==> src/sv/assert_macros.svh <==
// Assertion macros shared by the deframer modules.
`ifndef ASSERT_MACROS_SVH
`define ASSERT_MACROS_SVH

// Checks a complete property on every rising clock edge outside reset.
`define ASSERT_ALWAYS(label, clk, rst, prop, msg) \
   label: assert property (@(posedge clk) disable iff (rst) prop) else $error(msg);

// Checks that the consequent holds in the same cycle as the antecedent.
`define ASSERT_IMPLIES(label, clk, rst, ante, cons, msg) \
   label: assert property (@(posedge clk) disable iff (rst) (ante) |-> (cons)) else $error(msg);

`endif

==> src/sv/cfpd_pkg.sv <==
// Shared types, codes, constants and the CRC function of the packet deframer.
package cfpd_pkg;

   localparam int PAYLOAD_DEPTH_DEFAULT = 64;

   localparam int BYTE_W           = 8;
   localparam int SEQUENCE_W       = 16;
   localparam int LENGTH_W         = 16;
   localparam int STATUS_W         = 2;
   localparam int PAYLOAD_LENGTH_W = 7;
   localparam int BYTE_INDEX_W     = 6;
   localparam int MAX_PAYLOAD_W    = 7;
   localparam int CSR_DATA_W       = 32;
   localparam int CSR_ADDR_W       = 4;
   localparam int REG_INDEX_W      = 2;

   // Register indexes on the configuration port.
   localparam logic [REG_INDEX_W-1:0] REG_START_FIRST  = 2'd0;
   localparam logic [REG_INDEX_W-1:0] REG_START_SECOND = 2'd1;
   localparam logic [REG_INDEX_W-1:0] REG_MAX_PAYLOAD  = 2'd2;

   localparam logic [BYTE_W-1:0]        START_FIRST_RESET  = 8'hAA;
   localparam logic [BYTE_W-1:0]        START_SECOND_RESET = 8'h55;
   localparam logic [MAX_PAYLOAD_W-1:0] MAX_PAYLOAD_RESET  = 7'd64;

   // Result status codes.
   localparam logic [STATUS_W-1:0] ST_GOOD    = 2'd0;
   localparam logic [STATUS_W-1:0] ST_LEN_ERR = 2'd1;
   localparam logic [STATUS_W-1:0] ST_CRC_ERR = 2'd2;

   // Kinds of result that the controller asks the datapath to load.
   localparam int EMIT_W = 3;
   localparam logic [EMIT_W-1:0] EMIT_NONE    = 3'd0;
   localparam logic [EMIT_W-1:0] EMIT_LEN_ERR = 3'd1;
   localparam logic [EMIT_W-1:0] EMIT_CRC_ERR = 3'd2;
   localparam logic [EMIT_W-1:0] EMIT_EMPTY   = 3'd3;
   localparam logic [EMIT_W-1:0] EMIT_PAYLOAD = 3'd4;

   localparam logic [15:0] CRC_INIT = 16'hFFFF;
   localparam logic [15:0] CRC_POLY = 16'h1021;

   typedef struct packed {
      logic              clr_count;
      logic              inc_count;
      logic              hdr_load;
      logic              crc_init;
      logic              crc_upd;
      logic              store_byte;
      logic              crc_low_load;
      logic              idx_clr;
      logic              idx_inc;
      logic [EMIT_W-1:0] emit;
   } cfpd_cmd_type;

   typedef struct packed {
      logic match_first;
      logic match_second;
      logic cnt_is_six;
      logic len_exceed;
      logic cnt_lt_len;
      logic cnt_eq_len;
      logic crc_ok;
      logic len_zero;
      logic idx_last;
      logic out_free;
   } cfpd_stat_type;

   // CRC-16/CCITT-FALSE update over one byte, most significant bit first.
   function automatic logic [15:0] crc16_byte(input logic [15:0] crc,
                                              input logic [BYTE_W-1:0] b);
      logic [15:0] c;
      c = crc ^ {b, 8'h00};
      for (int k = 0; k < 8; k++) begin
         if (c[15]) begin
            c = {c[14:0], 1'b0} ^ CRC_POLY;
         end else begin
            c = {c[14:0], 1'b0};
         end
      end
      return c;
   endfunction

endpackage

==> src/sv/cfpd_ctrl.sv <==
// Frame parsing controller: hunts, walks header and body, sequences the readout.
`include "assert_macros.svh"

module cfpd_ctrl
   import cfpd_pkg::*;
(
   input  logic          clock,
   input  logic          reset,
   input  logic          req_valid,
   output logic          req_stall,
   input  cfpd_stat_type stat,
   output cfpd_cmd_type  cmd
);

   localparam logic [2:0] S_HUNT1  = 3'd0;
   localparam logic [2:0] S_HUNT2  = 3'd1;
   localparam logic [2:0] S_HEADER = 3'd2;
   localparam logic [2:0] S_BODY   = 3'd3;
   localparam logic [2:0] S_FETCH  = 3'd4;
   localparam logic [2:0] S_EMIT   = 3'd5;

   logic [2:0] state_ff;
   logic [2:0] state_in;
   logic       readout;
   logic       result_possible;
   logic       accept;

   assign readout = (state_ff == S_FETCH) || (state_ff == S_EMIT);

   // Only the last header byte and the second CRC byte can produce a result,
   // so other bytes are taken even while the output register is occupied.
   assign result_possible = ((state_ff == S_HEADER) && stat.cnt_is_six) ||
                            ((state_ff == S_BODY) && !stat.cnt_lt_len && !stat.cnt_eq_len);

   assign req_stall = readout || (result_possible && !stat.out_free);
   assign accept    = req_valid && !req_stall;

   always_comb begin
      state_in = state_ff;
      cmd      = '0;
      cmd.emit = EMIT_NONE;
      unique case (state_ff)
         S_HUNT1: begin
            if (accept && stat.match_first) begin
               state_in = S_HUNT2;
            end
         end
         S_HUNT2: begin
            if (accept) begin
               if (stat.match_second) begin
                  state_in      = S_HEADER;
                  cmd.clr_count = 1'b1;
                  cmd.crc_init  = 1'b1;
               end else if (!stat.match_first) begin
                  state_in = S_HUNT1;
               end
            end
         end
         S_HEADER: begin
            if (accept) begin
               cmd.hdr_load = 1'b1;
               cmd.crc_upd  = 1'b1;
               if (!stat.cnt_is_six) begin
                  cmd.inc_count = 1'b1;
               end else if (stat.len_exceed) begin
                  cmd.emit = EMIT_LEN_ERR;
                  state_in = S_HUNT1;
               end else begin
                  cmd.clr_count = 1'b1;
                  state_in      = S_BODY;
               end
            end
         end
         S_BODY: begin
            if (accept) begin
               if (stat.cnt_lt_len) begin
                  cmd.store_byte = 1'b1;
                  cmd.crc_upd    = 1'b1;
                  cmd.inc_count  = 1'b1;
               end else if (stat.cnt_eq_len) begin
                  cmd.crc_low_load = 1'b1;
                  cmd.inc_count    = 1'b1;
               end else if (!stat.crc_ok) begin
                  cmd.emit = EMIT_CRC_ERR;
                  state_in = S_HUNT1;
               end else if (stat.len_zero) begin
                  cmd.emit = EMIT_EMPTY;
                  state_in = S_HUNT1;
               end else begin
                  cmd.idx_clr = 1'b1;
                  state_in    = S_FETCH;
               end
            end
         end
         S_FETCH: begin
            state_in = S_EMIT;
         end
         S_EMIT: begin
            if (stat.out_free) begin
               cmd.emit = EMIT_PAYLOAD;
               if (stat.idx_last) begin
                  state_in = S_HUNT1;
               end else begin
                  cmd.idx_inc = 1'b1;
                  state_in    = S_FETCH;
               end
            end
         end
         default: begin
            state_in = S_HUNT1;
         end
      endcase
   end

   always_ff @(posedge clock) begin
      if (reset) begin
         state_ff <= S_HUNT1;
      end else begin
         state_ff <= state_in;
      end
   end

   `ASSERT_IMPLIES(a_emit_needs_room, clock, reset, cmd.emit != EMIT_NONE, stat.out_free, "result loaded while output register is full")
   `ASSERT_ALWAYS(a_fetch_then_emit, clock, reset, state_ff == S_FETCH |=> state_ff == S_EMIT, "payload fetch not followed by emit")

endmodule

==> src/sv/cfpd_dp.sv <==
// Deframer datapath: header registers, CRC, payload memory and output register.
`include "assert_macros.svh"

module cfpd_dp
   import cfpd_pkg::*;
#(
   parameter int PAYLOAD_DEPTH = PAYLOAD_DEPTH_DEFAULT
)
(
   input  logic                        clock,
   input  logic                        reset,
   input  logic [BYTE_W-1:0]           data_byte,
   input  logic [BYTE_W-1:0]           start_first,
   input  logic [BYTE_W-1:0]           start_second,
   input  logic [MAX_PAYLOAD_W-1:0]    max_payload,
   input  cfpd_cmd_type                cmd,
   output cfpd_stat_type               stat,
   input  logic                        rsp_stall,
   output logic                        rsp_valid,
   output logic [STATUS_W-1:0]         rsp_status,
   output logic [BYTE_W-1:0]           rsp_version,
   output logic [BYTE_W-1:0]           rsp_message_type,
   output logic [BYTE_W-1:0]           rsp_frame_flags,
   output logic [SEQUENCE_W-1:0]       rsp_sequence_res,
   output logic [PAYLOAD_LENGTH_W-1:0] rsp_payload_length,
   output logic [BYTE_W-1:0]           rsp_payload_byte,
   output logic [BYTE_INDEX_W-1:0]     rsp_byte_index,
   output logic                        rsp_has_byte,
   output logic                        rsp_last
);

   localparam int IDX_W  = (PAYLOAD_DEPTH > 1) ? $clog2(PAYLOAD_DEPTH) : 1;
   localparam int CNT_RAW = $clog2(PAYLOAD_DEPTH + 2);
   localparam int CNT_W  = (CNT_RAW > 3) ? CNT_RAW : 3;

   // Header byte positions after the start bytes.
   localparam logic [CNT_W-1:0] HDR_VERSION = CNT_W'(0);
   localparam logic [CNT_W-1:0] HDR_TYPE    = CNT_W'(1);
   localparam logic [CNT_W-1:0] HDR_FLAGS   = CNT_W'(2);
   localparam logic [CNT_W-1:0] HDR_SEQ_LO  = CNT_W'(3);
   localparam logic [CNT_W-1:0] HDR_SEQ_HI  = CNT_W'(4);
   localparam logic [CNT_W-1:0] HDR_LEN_LO  = CNT_W'(5);
   localparam logic [CNT_W-1:0] HDR_LEN_HI  = CNT_W'(6);

   logic [CNT_W-1:0]      count_ff, count_in;
   logic [BYTE_W-1:0]     version_ff, version_in;
   logic [BYTE_W-1:0]     msg_type_ff, msg_type_in;
   logic [BYTE_W-1:0]     flags_ff, flags_in;
   logic [SEQUENCE_W-1:0] seq_ff, seq_in;
   logic [BYTE_W-1:0]     len_lo_ff, len_lo_in;
   logic [CNT_W-1:0]      len_ff, len_in;
   logic [15:0]           crc_ff, crc_in;
   logic [BYTE_W-1:0]     crc_low_ff, crc_low_in;
   logic [IDX_W-1:0]      idx_ff, idx_in;
   logic [BYTE_W-1:0]     rd_data_ff;
   logic [BYTE_W-1:0]     mem [PAYLOAD_DEPTH];

   logic                        rsp_valid_ff, rsp_valid_in;
   logic [STATUS_W-1:0]         rsp_status_ff, rsp_status_in;
   logic [BYTE_W-1:0]           rsp_version_ff, rsp_version_in;
   logic [BYTE_W-1:0]           rsp_message_type_ff, rsp_message_type_in;
   logic [BYTE_W-1:0]           rsp_frame_flags_ff, rsp_frame_flags_in;
   logic [SEQUENCE_W-1:0]       rsp_sequence_res_ff, rsp_sequence_res_in;
   logic [PAYLOAD_LENGTH_W-1:0] rsp_payload_length_ff, rsp_payload_length_in;
   logic [BYTE_W-1:0]           rsp_payload_byte_ff, rsp_payload_byte_in;
   logic [BYTE_INDEX_W-1:0]     rsp_byte_index_ff, rsp_byte_index_in;
   logic                        rsp_has_byte_ff, rsp_has_byte_in;
   logic                        rsp_last_ff, rsp_last_in;

   logic [LENGTH_W-1:0]      len_next;
   logic [MAX_PAYLOAD_W-1:0] limit;

   assign len_next = {data_byte, len_lo_ff};
   assign limit    = (max_payload > MAX_PAYLOAD_W'(PAYLOAD_DEPTH)) ?
                     MAX_PAYLOAD_W'(PAYLOAD_DEPTH) : max_payload;

   always_comb begin
      stat.match_first  = (data_byte == start_first);
      stat.match_second = (data_byte == start_second);
      stat.cnt_is_six   = (count_ff == HDR_LEN_HI);
      stat.len_exceed   = (len_next > {{(LENGTH_W - MAX_PAYLOAD_W){1'b0}}, limit});
      stat.cnt_lt_len   = (count_ff < len_ff);
      stat.cnt_eq_len   = (count_ff == len_ff);
      stat.crc_ok       = ({data_byte, crc_low_ff} == crc_ff);
      stat.len_zero     = (len_ff == '0);
      stat.idx_last     = ((CNT_W'(idx_ff) + CNT_W'(1)) == len_ff);
      stat.out_free     = !rsp_valid_ff || !rsp_stall;
   end

   // Parsing registers.
   always_comb begin
      count_in    = count_ff;
      version_in  = version_ff;
      msg_type_in = msg_type_ff;
      flags_in    = flags_ff;
      seq_in      = seq_ff;
      len_lo_in   = len_lo_ff;
      len_in      = len_ff;
      crc_in      = crc_ff;
      crc_low_in  = crc_low_ff;
      idx_in      = idx_ff;

      if (cmd.clr_count) begin
         count_in = '0;
      end else if (cmd.inc_count) begin
         count_in = count_ff + CNT_W'(1);
      end

      if (cmd.crc_init) begin
         crc_in = CRC_INIT;
      end else if (cmd.crc_upd) begin
         crc_in = crc16_byte(crc_ff, data_byte);
      end

      if (cmd.hdr_load) begin
         unique case (count_ff)
            HDR_VERSION: version_in  = data_byte;
            HDR_TYPE:    msg_type_in = data_byte;
            HDR_FLAGS:   flags_in    = data_byte;
            HDR_SEQ_LO:  seq_in      = {seq_ff[15:8], data_byte};
            HDR_SEQ_HI:  seq_in      = {data_byte, seq_ff[7:0]};
            HDR_LEN_LO:  len_lo_in   = data_byte;
            default:     len_in      = len_next[CNT_W-1:0];
         endcase
      end

      if (cmd.crc_low_load) begin
         crc_low_in = data_byte;
      end

      if (cmd.idx_clr) begin
         idx_in = '0;
      end else if (cmd.idx_inc) begin
         idx_in = idx_ff + IDX_W'(1);
      end
   end

   always_ff @(posedge clock) begin
      if (reset) begin
         count_ff <= '0;
      end else begin
         count_ff <= count_in;
      end
   end

   always_ff @(posedge clock) begin
      version_ff  <= version_in;
      msg_type_ff <= msg_type_in;
      flags_ff    <= flags_in;
      seq_ff      <= seq_in;
      len_lo_ff   <= len_lo_in;
      len_ff      <= len_in;
      crc_ff      <= crc_in;
      crc_low_ff  <= crc_low_in;
      idx_ff      <= idx_in;
   end

   // Payload memory: one write port, one registered read port.
   always_ff @(posedge clock) begin
      if (cmd.store_byte) begin
         mem[count_ff[IDX_W-1:0]] <= data_byte;
      end
      rd_data_ff <= mem[idx_ff];
   end

   // Output register.
   always_comb begin
      rsp_valid_in          = rsp_valid_ff;
      rsp_status_in         = rsp_status_ff;
      rsp_version_in        = rsp_version_ff;
      rsp_message_type_in   = rsp_message_type_ff;
      rsp_frame_flags_in    = rsp_frame_flags_ff;
      rsp_sequence_res_in   = rsp_sequence_res_ff;
      rsp_payload_length_in = rsp_payload_length_ff;
      rsp_payload_byte_in   = rsp_payload_byte_ff;
      rsp_byte_index_in     = rsp_byte_index_ff;
      rsp_has_byte_in       = rsp_has_byte_ff;
      rsp_last_in           = rsp_last_ff;

      if (rsp_valid_ff && !rsp_stall) begin
         rsp_valid_in = 1'b0;
      end

      if (cmd.emit != EMIT_NONE) begin
         rsp_valid_in          = 1'b1;
         rsp_status_in         = ST_GOOD;
         rsp_version_in        = '0;
         rsp_message_type_in   = '0;
         rsp_frame_flags_in    = '0;
         rsp_sequence_res_in   = '0;
         rsp_payload_length_in = '0;
         rsp_payload_byte_in   = '0;
         rsp_byte_index_in     = '0;
         rsp_has_byte_in       = 1'b0;
         rsp_last_in           = 1'b1;
         case (cmd.emit)
            EMIT_LEN_ERR: rsp_status_in = ST_LEN_ERR;
            EMIT_CRC_ERR: rsp_status_in = ST_CRC_ERR;
            EMIT_EMPTY: begin
               rsp_version_in      = version_ff;
               rsp_message_type_in = msg_type_ff;
               rsp_frame_flags_in  = flags_ff;
               rsp_sequence_res_in = seq_ff;
            end
            EMIT_PAYLOAD: begin
               rsp_version_in        = version_ff;
               rsp_message_type_in   = msg_type_ff;
               rsp_frame_flags_in    = flags_ff;
               rsp_sequence_res_in   = seq_ff;
               rsp_payload_length_in = PAYLOAD_LENGTH_W'(len_ff);
               rsp_payload_byte_in   = rd_data_ff;
               rsp_byte_index_in     = BYTE_INDEX_W'(idx_ff);
               rsp_has_byte_in       = 1'b1;
               rsp_last_in           = stat.idx_last;
            end
            default: rsp_status_in = ST_GOOD;
         endcase
      end
   end

   always_ff @(posedge clock) begin
      if (reset) begin
         rsp_valid_ff <= 1'b0;
      end else begin
         rsp_valid_ff <= rsp_valid_in;
      end
   end

   always_ff @(posedge clock) begin
      rsp_status_ff         <= rsp_status_in;
      rsp_version_ff        <= rsp_version_in;
      rsp_message_type_ff   <= rsp_message_type_in;
      rsp_frame_flags_ff    <= rsp_frame_flags_in;
      rsp_sequence_res_ff   <= rsp_sequence_res_in;
      rsp_payload_length_ff <= rsp_payload_length_in;
      rsp_payload_byte_ff   <= rsp_payload_byte_in;
      rsp_byte_index_ff     <= rsp_byte_index_in;
      rsp_has_byte_ff       <= rsp_has_byte_in;
      rsp_last_ff           <= rsp_last_in;
   end

   assign rsp_valid          = rsp_valid_ff;
   assign rsp_status         = rsp_status_ff;
   assign rsp_version        = rsp_version_ff;
   assign rsp_message_type   = rsp_message_type_ff;
   assign rsp_frame_flags    = rsp_frame_flags_ff;
   assign rsp_sequence_res   = rsp_sequence_res_ff;
   assign rsp_payload_length = rsp_payload_length_ff;
   assign rsp_payload_byte   = rsp_payload_byte_ff;
   assign rsp_byte_index     = rsp_byte_index_ff;
   assign rsp_has_byte       = rsp_has_byte_ff;
   assign rsp_last           = rsp_last_ff;

   `ASSERT_IMPLIES(a_store_in_bounds, clock, reset, cmd.store_byte, count_ff < len_ff, "payload store beyond frame length")
   `ASSERT_IMPLIES(a_index_in_range, clock, reset, rsp_valid_ff && rsp_has_byte_ff, {1'b0, rsp_byte_index_ff} < rsp_payload_length_ff, "byte index outside payload")

endmodule

==> src/sv/crc_framed_packet_deframer.sv <==
// Top level of the framed packet deframer with CRC-16 check and register port.
//
//   channel | direction | handshake          | payload
//   req     | in        | req_valid/stall    | req_data_byte
//   rsp     | out       | rsp_valid/stall    | status, header fields, payload byte
//   csr     | in/out    | psel/penable/ready | paddr, pwdata, prdata
//
// Every received byte is parsed as it is accepted; the result-producing bytes wait
// only while the output register still holds an untaken result.
// A good frame is read out one payload byte at a time, through the payload memory's
// registered read and then the output register; input stalls then.
// Reset is synchronous and needs no clearing pass: payload entries are read
// only after the current frame has written them.
// A stalled result holds in the output register while parsing goes on.
module crc_framed_packet_deframer
   import cfpd_pkg::*;
#(
   parameter int PAYLOAD_DEPTH = PAYLOAD_DEPTH_DEFAULT
)
(
   input  logic                        clock,
   input  logic                        reset,
   input  logic                        req_valid,
   output logic                        req_stall,
   input  logic [BYTE_W-1:0]           req_data_byte,
   output logic                        rsp_valid,
   input  logic                        rsp_stall,
   output logic [STATUS_W-1:0]         rsp_status,
   output logic [BYTE_W-1:0]           rsp_version,
   output logic [BYTE_W-1:0]           rsp_message_type,
   output logic [BYTE_W-1:0]           rsp_frame_flags,
   output logic [SEQUENCE_W-1:0]       rsp_sequence_res,
   output logic [PAYLOAD_LENGTH_W-1:0] rsp_payload_length,
   output logic [BYTE_W-1:0]           rsp_payload_byte,
   output logic [BYTE_INDEX_W-1:0]     rsp_byte_index,
   output logic                        rsp_has_byte,
   output logic                        rsp_last,
   input  logic                        csr_psel,
   input  logic                        csr_penable,
   input  logic                        csr_pwrite,
   input  logic [CSR_ADDR_W-1:0]       csr_paddr,
   input  logic [CSR_DATA_W-1:0]       csr_pwdata,
   output logic [CSR_DATA_W-1:0]       csr_prdata,
   output logic                        csr_pready
);

   logic [BYTE_W-1:0]        start_first_ff, start_first_in;
   logic [BYTE_W-1:0]        start_second_ff, start_second_in;
   logic [MAX_PAYLOAD_W-1:0] max_payload_ff, max_payload_in;
   logic [REG_INDEX_W-1:0]   reg_index;
   logic                     csr_write;
   cfpd_cmd_type             cmd;
   cfpd_stat_type            stat;

   assign csr_pready = 1'b1;
   assign reg_index  = csr_paddr[CSR_ADDR_W-1:2];
   assign csr_write  = csr_psel && csr_penable && csr_pwrite && csr_pready;

   always_comb begin
      start_first_in  = start_first_ff;
      start_second_in = start_second_ff;
      max_payload_in  = max_payload_ff;
      if (csr_write) begin
         unique case (reg_index)
            REG_START_FIRST:  start_first_in  = csr_pwdata[BYTE_W-1:0];
            REG_START_SECOND: start_second_in = csr_pwdata[BYTE_W-1:0];
            REG_MAX_PAYLOAD:  max_payload_in  = csr_pwdata[MAX_PAYLOAD_W-1:0];
            default: begin
               max_payload_in = max_payload_ff;
            end
         endcase
      end
   end

   always_comb begin
      unique case (reg_index)
         REG_START_FIRST:  csr_prdata = CSR_DATA_W'(start_first_ff);
         REG_START_SECOND: csr_prdata = CSR_DATA_W'(start_second_ff);
         REG_MAX_PAYLOAD:  csr_prdata = CSR_DATA_W'(max_payload_ff);
         default:          csr_prdata = '0;
      endcase
   end

   always_ff @(posedge clock) begin
      if (reset) begin
         start_first_ff  <= START_FIRST_RESET;
         start_second_ff <= START_SECOND_RESET;
         max_payload_ff  <= MAX_PAYLOAD_RESET;
      end else begin
         start_first_ff  <= start_first_in;
         start_second_ff <= start_second_in;
         max_payload_ff  <= max_payload_in;
      end
   end

   cfpd_ctrl u_ctrl (
      .clock     (clock),
      .reset     (reset),
      .req_valid (req_valid),
      .req_stall (req_stall),
      .stat      (stat),
      .cmd       (cmd)
   );

   cfpd_dp #(
      .PAYLOAD_DEPTH (PAYLOAD_DEPTH)
   ) u_dp (
      .clock              (clock),
      .reset              (reset),
      .data_byte          (req_data_byte),
      .start_first        (start_first_ff),
      .start_second       (start_second_ff),
      .max_payload        (max_payload_ff),
      .cmd                (cmd),
      .stat               (stat),
      .rsp_stall          (rsp_stall),
      .rsp_valid          (rsp_valid),
      .rsp_status         (rsp_status),
      .rsp_version        (rsp_version),
      .rsp_message_type   (rsp_message_type),
      .rsp_frame_flags    (rsp_frame_flags),
      .rsp_sequence_res   (rsp_sequence_res),
      .rsp_payload_length (rsp_payload_length),
      .rsp_payload_byte   (rsp_payload_byte),
      .rsp_byte_index     (rsp_byte_index),
      .rsp_has_byte       (rsp_has_byte),
      .rsp_last           (rsp_last)
   );

endmodule

==> config.mk <==
export PLATFORM = sky130hd
export DESIGN_NAME = crc_framed_packet_deframer
export DESIGN_NICKNAME = d
export VERILOG_FILES = /design/src/sv/cfpd_pkg.sv /design/src/sv/cfpd_ctrl.sv /design/src/sv/cfpd_dp.sv /design/src/sv/crc_framed_packet_deframer.sv
export VERILOG_INCLUDE_DIRS = /design/src /design/src/sv
export SDC_FILE = /design/constraint.sdc
export NUM_CORES = 1
export LEC_CHECK = 0
export BUFFER_PORTS_ARGS = -buffer_cell sky130_fd_sc_hd__buf_2
export CAP_MARGIN = 40
export CORE_ASPECT_RATIO = 0.9
export CORE_MARGIN = 2
export CORE_UTILIZATION = 34
export CTS_CLUSTER_DIAMETER = 120
export CTS_CLUSTER_SIZE = 16
export DETAILED_ROUTE_END_ITERATION = 7
export GPL_TIMING_DRIVEN = 0
export MAX_ROUTING_LAYER = met4
export PLACE_DENSITY = 0.6
export SKIP_LAST_GASP = 1
export SYNTH_ARGS = -nofsm -noshare
export SYNTH_HDL_FRONTEND = slang
export SYNTH_SLANG_ARGS = --single-unit
==> constraint.sdc <==
create_clock -name clock -period 4.7 [get_ports clock]
set_input_delay 0.47 -clock clock [delete_from_list [all_inputs] [get_ports clock]]
set_output_delay 0.47 -clock clock [all_outputs]
set_load 0.02 [all_outputs]
==> results.md <==
- Status: finished clean
- Commonest cells in the netlist: edfxtp_1, mux4_2, nor2_1
- GRT overflow: 0
- Power share of the combinational group: 2.2%
- Hold_sp: csr_pwdata[7]
- R2R depth: 10
- Average cell area after synthesis: roughly 18 sq um
- IO Port Bufs: between 90 and 100
- Synth cell types: 55
- Total GRT Usage: 15.7%
- Synth Area in Compound Gates: 2.47%
- HPWL Detailed: 45.8 mm
- R2R setup slack: between 0.15 and 0.2 ns
- TritonRoute pass-1 iters: 7
- Register area: between 20,000 and 25,000 sq um
- Rows: 100
- Seq/Total Area, Yosys: approximately 73%
- Post-CTS Setup Inserts: 0
- Switch share: between 15 and 20%
- Cell taking the most area after synthesis: edfxtp_1
- Initial antenna violation count: 7
- CTS Buf Count: 49
- Remaining antenna violation count after routing: 0
- Reg2reg start: u_dp.len_ff[5]$_DFFE_PP_
- Drt drc: 0
- Worst-path maximum fanout: 10
- Crit path capture type: flop
- Type of the worst min-delay path: input pin to flop
- CTS clock-pin slew for the worst setup and hold paths: ~0.09 ns
- Most common cell in the netlist: edfxtp_1
- Crit-path most repeated cell: a2111oi_4
- CP arrival: approximately 4.8 ns
- Largest net degree at the start of global routing: between 50 and 60
- DP Area: between 30,000 and 40,000 sq um
- Synth Area in XOR/XNOR: approximately 1.9%
- # hold bufs at CTS: 0
- PnR worst setup slack: about 0.15 ns
- CTS tree: done
- Layout Nets: between 1,500 and 2,000
- Num ports: 151
- Initial Utilization: between 30 and 40%
- Leakage: around 10 nW
- CP peak stage delay: 0.81 ns
- Wire length of the first global-routing pass: 97.0 mm
- RSZ-0062 raised after global routing: true
- Clock share of power: 36.6%
- Clock sinks: between 700 and 800
- Maximum Capacitance Violations: 0
- Number of global-route vias before repair: between 10,000 and 15,000
- Max-slew violations: 0
- Hold EP: start_first_ff[7]$_SDFFE_PP1P_
- Crit-path leading delay family: compound AO/OA/AOI/OAI gates
- Vias per inst: 5.17
- Critical Path Slowest Stage Cell: nor2_1
- Core Box Area: about 83,000 sq um
- Routed len/inst: about 23 microns
- #FFs+latches synth: slightly above 700
- CTS HTree Levels: 2
- Die footprint: between 80,000 and 90,000 sq um
- Chip Width: around 310 microns
- Synth Instances: between 1,500 and 2,000
- Yosys warns: 0
- Clock Path Buffers: 3
- PD cells: 347 nW/um^2
- DP Worst Slack: roughly 0.27 ns
- Initial detailed-routing violation count: about 1,600
- Share of cells above drive strength 1: approximately 23%
- Ys async rst share: 0%
- Finished Cell Area: between 30,000 and 40,000 sq um
- Crit Path Class: flop to flop
- Yosys top cell area share: approximately two thirds
- WP buf/inv: 2
- Gpl congestion: 0.915
- Insertion delay to the later sink of the worst-skew pair: around 0.62 ns
- Multiplexer share of the synthesized area: 14.3%
- Synth Area in Simple Gates: slightly below 6%
- RR Endpoint: u_dp.mem[50][1]$_DFFE_PP_
- Max Fclk: around 220 MHz
- Worst clock skew: a little over 0.04 ns
- # fillers: 7,502
- Die Height: roughly 280 microns
- Root Buffer: clkbuf_16
- Hold path cells: 3
- Hold Vio Cnt, Final: 0
- Tcrit/Tclk final: 96.8%
- EDFF count, synth: 640
- Psw: 0.00222 W
- DR vias: between 10,000 and 15,000
- Final core utilization: 38.8%
- Footprint of the multi-input gates: around 7300 sq um
- Setup-failing EPs final: 0
- Area contributors post-synth: edfxtp_1, mux4_2, dfxtp_1
- Pint: slightly below 0.009 W
- Cell Chain, Critical Path: clkbuf_1 > inv_1 > ha_1 > nand4_1 > a21oi_1 > a2111oi_4 > o2111ai_4 > a2111oi_4 > nand3_1 > nor2_1
- Sequential power share: 61.2%
- Post-synthesis adder-cell area fraction: less than 1%
- Critical path required time: ~4.9 ns
- Post-CTS Resized: 0
- P&R area growth vs syn: 13.3%
- Post-Route WL: ~66 mm
- Max-slew headroom: 37.6%
- Post-Syn Area: between 20,000 and 30,000 sq um
- Startpoint Class: flop
- Largest family of logic cells by synthesized area: multiplexers
- Prevailing post-synth register cell: edfxtp_1
- IR Drop Worst-Case VDD: between 0.0002 and 0.00025 V
- Final min period: about 4.5 ns
- Worst Hold Slack: ~0.096 ns
- Tightest Pin Transition: about 0.93 ns
==> power groups by stage <==
stage / registers, W / logic, W / clock network, W
after CTS: 0.00681 / 0.000250 / 0.00417
after floorplan: 0.00695 / 0.000105 / 0
after global placement: 0.00695 / 0.000220 / 0
final: 0.00681 / 0.000248 / 0.00407
after detailed placement: 0.00695 / 0.000250 / 0
after global routing: 0.00680 / 0.000271 / 0.00439
==> kinds of logic (layout without fill, tap and decap cells) <==
family                     Yosys count  count (layout)
AOI/OAI and AO/OA                   89              89
buffers and inverters              121             332
xor gates and xnor gates            61              61
other                                2              26
DFF                                704             704
muxes                              193             193
adders and majority gates           19              19
and+or+nand+nor                    340             340
==> cell usage in the layout (no fill, tap or decap), types with 14 or more instances in the layout <==
cell type	Yosys	layout
o211ai_1	21	21
nand2_1	69	68
and2_1	74	74
buf_1	17	17
conb_1	2	25
xnor2_1	40	40
nor3_1	15	14
inv_1	18	18
clkbuf_1	40	78
nor2_1	97	94
xor2_1	21	21
a21oi_1	16	16
buf_4	28	28
mux4_2	168	168
dfxtp_1	64	64
buf_2	14	114
o21ai_0	14	14
mux2i_1	25	25
ha_1	19	19
clkbuf_16	0	51
edfxtp_1	640	640
nand3_1	37	37
==> registers in the layout (all words and copies together) (netlist names), 3 cells and up <==
name	count
u_dp.rsp_message_type	8
u_dp.rsp_payload_byte	8
u_dp.flags_ff	8
u_dp.rd_data_ff	8
u_dp.version_ff	8
start_first_ff	8
u_dp.rsp_sequence_res	16
u_dp.msg_type_ff	8
u_dp.mem	512
u_dp.crc_ff	16
max_payload_ff	7
u_ctrl.state_ff	3
u_dp.idx_ff	6
u_dp.rsp_version	8
u_dp.len_ff	7
u_dp.count_ff	7
u_dp.rsp_byte_index	6
u_dp.rsp_payload_length	7
u_dp.len_lo_ff	8
u_dp.crc_low_ff	8
u_dp.rsp_frame_flags	8
u_dp.seq_ff	16
start_second_ff	8
==> per-layer routing <==
metal / part of all wire [%] / global-route usage (%)
met4: 2.2 / 3.63
met2: 47 / 23.9
met5: 0 / -
met1: 44 / 22.4
met3: 7.0 / 2.41
==> worst reg2reg max path, stage by stage, from the launching register on <==
cell       delay (ns)
edfxtp_1         0.32
clkbuf_1         0.31
inv_1            0.15
ha_1             0.33
nand4_1          0.12
a21oi_1          0.10
a2111oi_4        0.55
o2111ai_4        0.31
a2111oi_4        0.75
nand3_1          0.40
nor2_1           0.81
==> per-stage QoR <==
stage / cells / power (W) / TNS (ns)
global placement: 2721 / 0.00717 / -131.41
CTS: 2834 / 0.0112 / 0
detailed placement: 2744 / 0.00720 / 0
floorplan: 1552 / 0.00705 / 0
global route: 2835 / 0.0115 / -2.69
finish: 2835 / 0.0111 / 0
==> final cells by class <==
| class | count | area share, % |
|---|---|---|
| Buffer | 103 | 1.61 |
| Tap cell | 1071 | 4.18 |
| Antenna cell | 1 | 0.00781 |
| Timing Repair Buffer | 121 | 2.77 |
| Clock inverter | 1 | 0.0273 |
| Clock buffer | 89 | 4.43 |
| Multi-Input combinational cell | 727 | 22.8 |
| Sequential cell | 704 | 64.0 |
| Inverter | 18 | 0.211 |
==> worst max-delay path by stage <==
stage | start | to | slack (ns) | depth (start not counted)
6_report | u_dp.len_ff[5]$_DFFE_PP_ | u_dp.mem[50][1]$_DFFE_PP_ | 0.15 | 10
5_1_grt | u_dp.len_ff[5]$_DFFE_PP_ | u_dp.mem[34][7]$_DFFE_PP_ | -0.04 | 10
4_1_cts | u_dp.len_ff[5]$_DFFE_PP_ | u_dp.mem[50][1]$_DFFE_PP_ | 0.23 | 10
3_5_place_dp | u_dp.len_ff[5]$_DFFE_PP_ | u_dp.mem[24][3]$_DFFE_PP_ | 0.27 | 10
3_3_place_gp | req_data_byte[4] | u_dp.rsp_payload_byte[4]$_SDFFCE_PN0P_ | -2.04 | 8
2_1_floorplan | u_dp.len_ff[5]$_DFFE_PP_ | u_dp.rsp_byte_index[0]$_SDFFCE_PN0P_ | 0.76 | 10
Power figures use the tool's default switching activity.
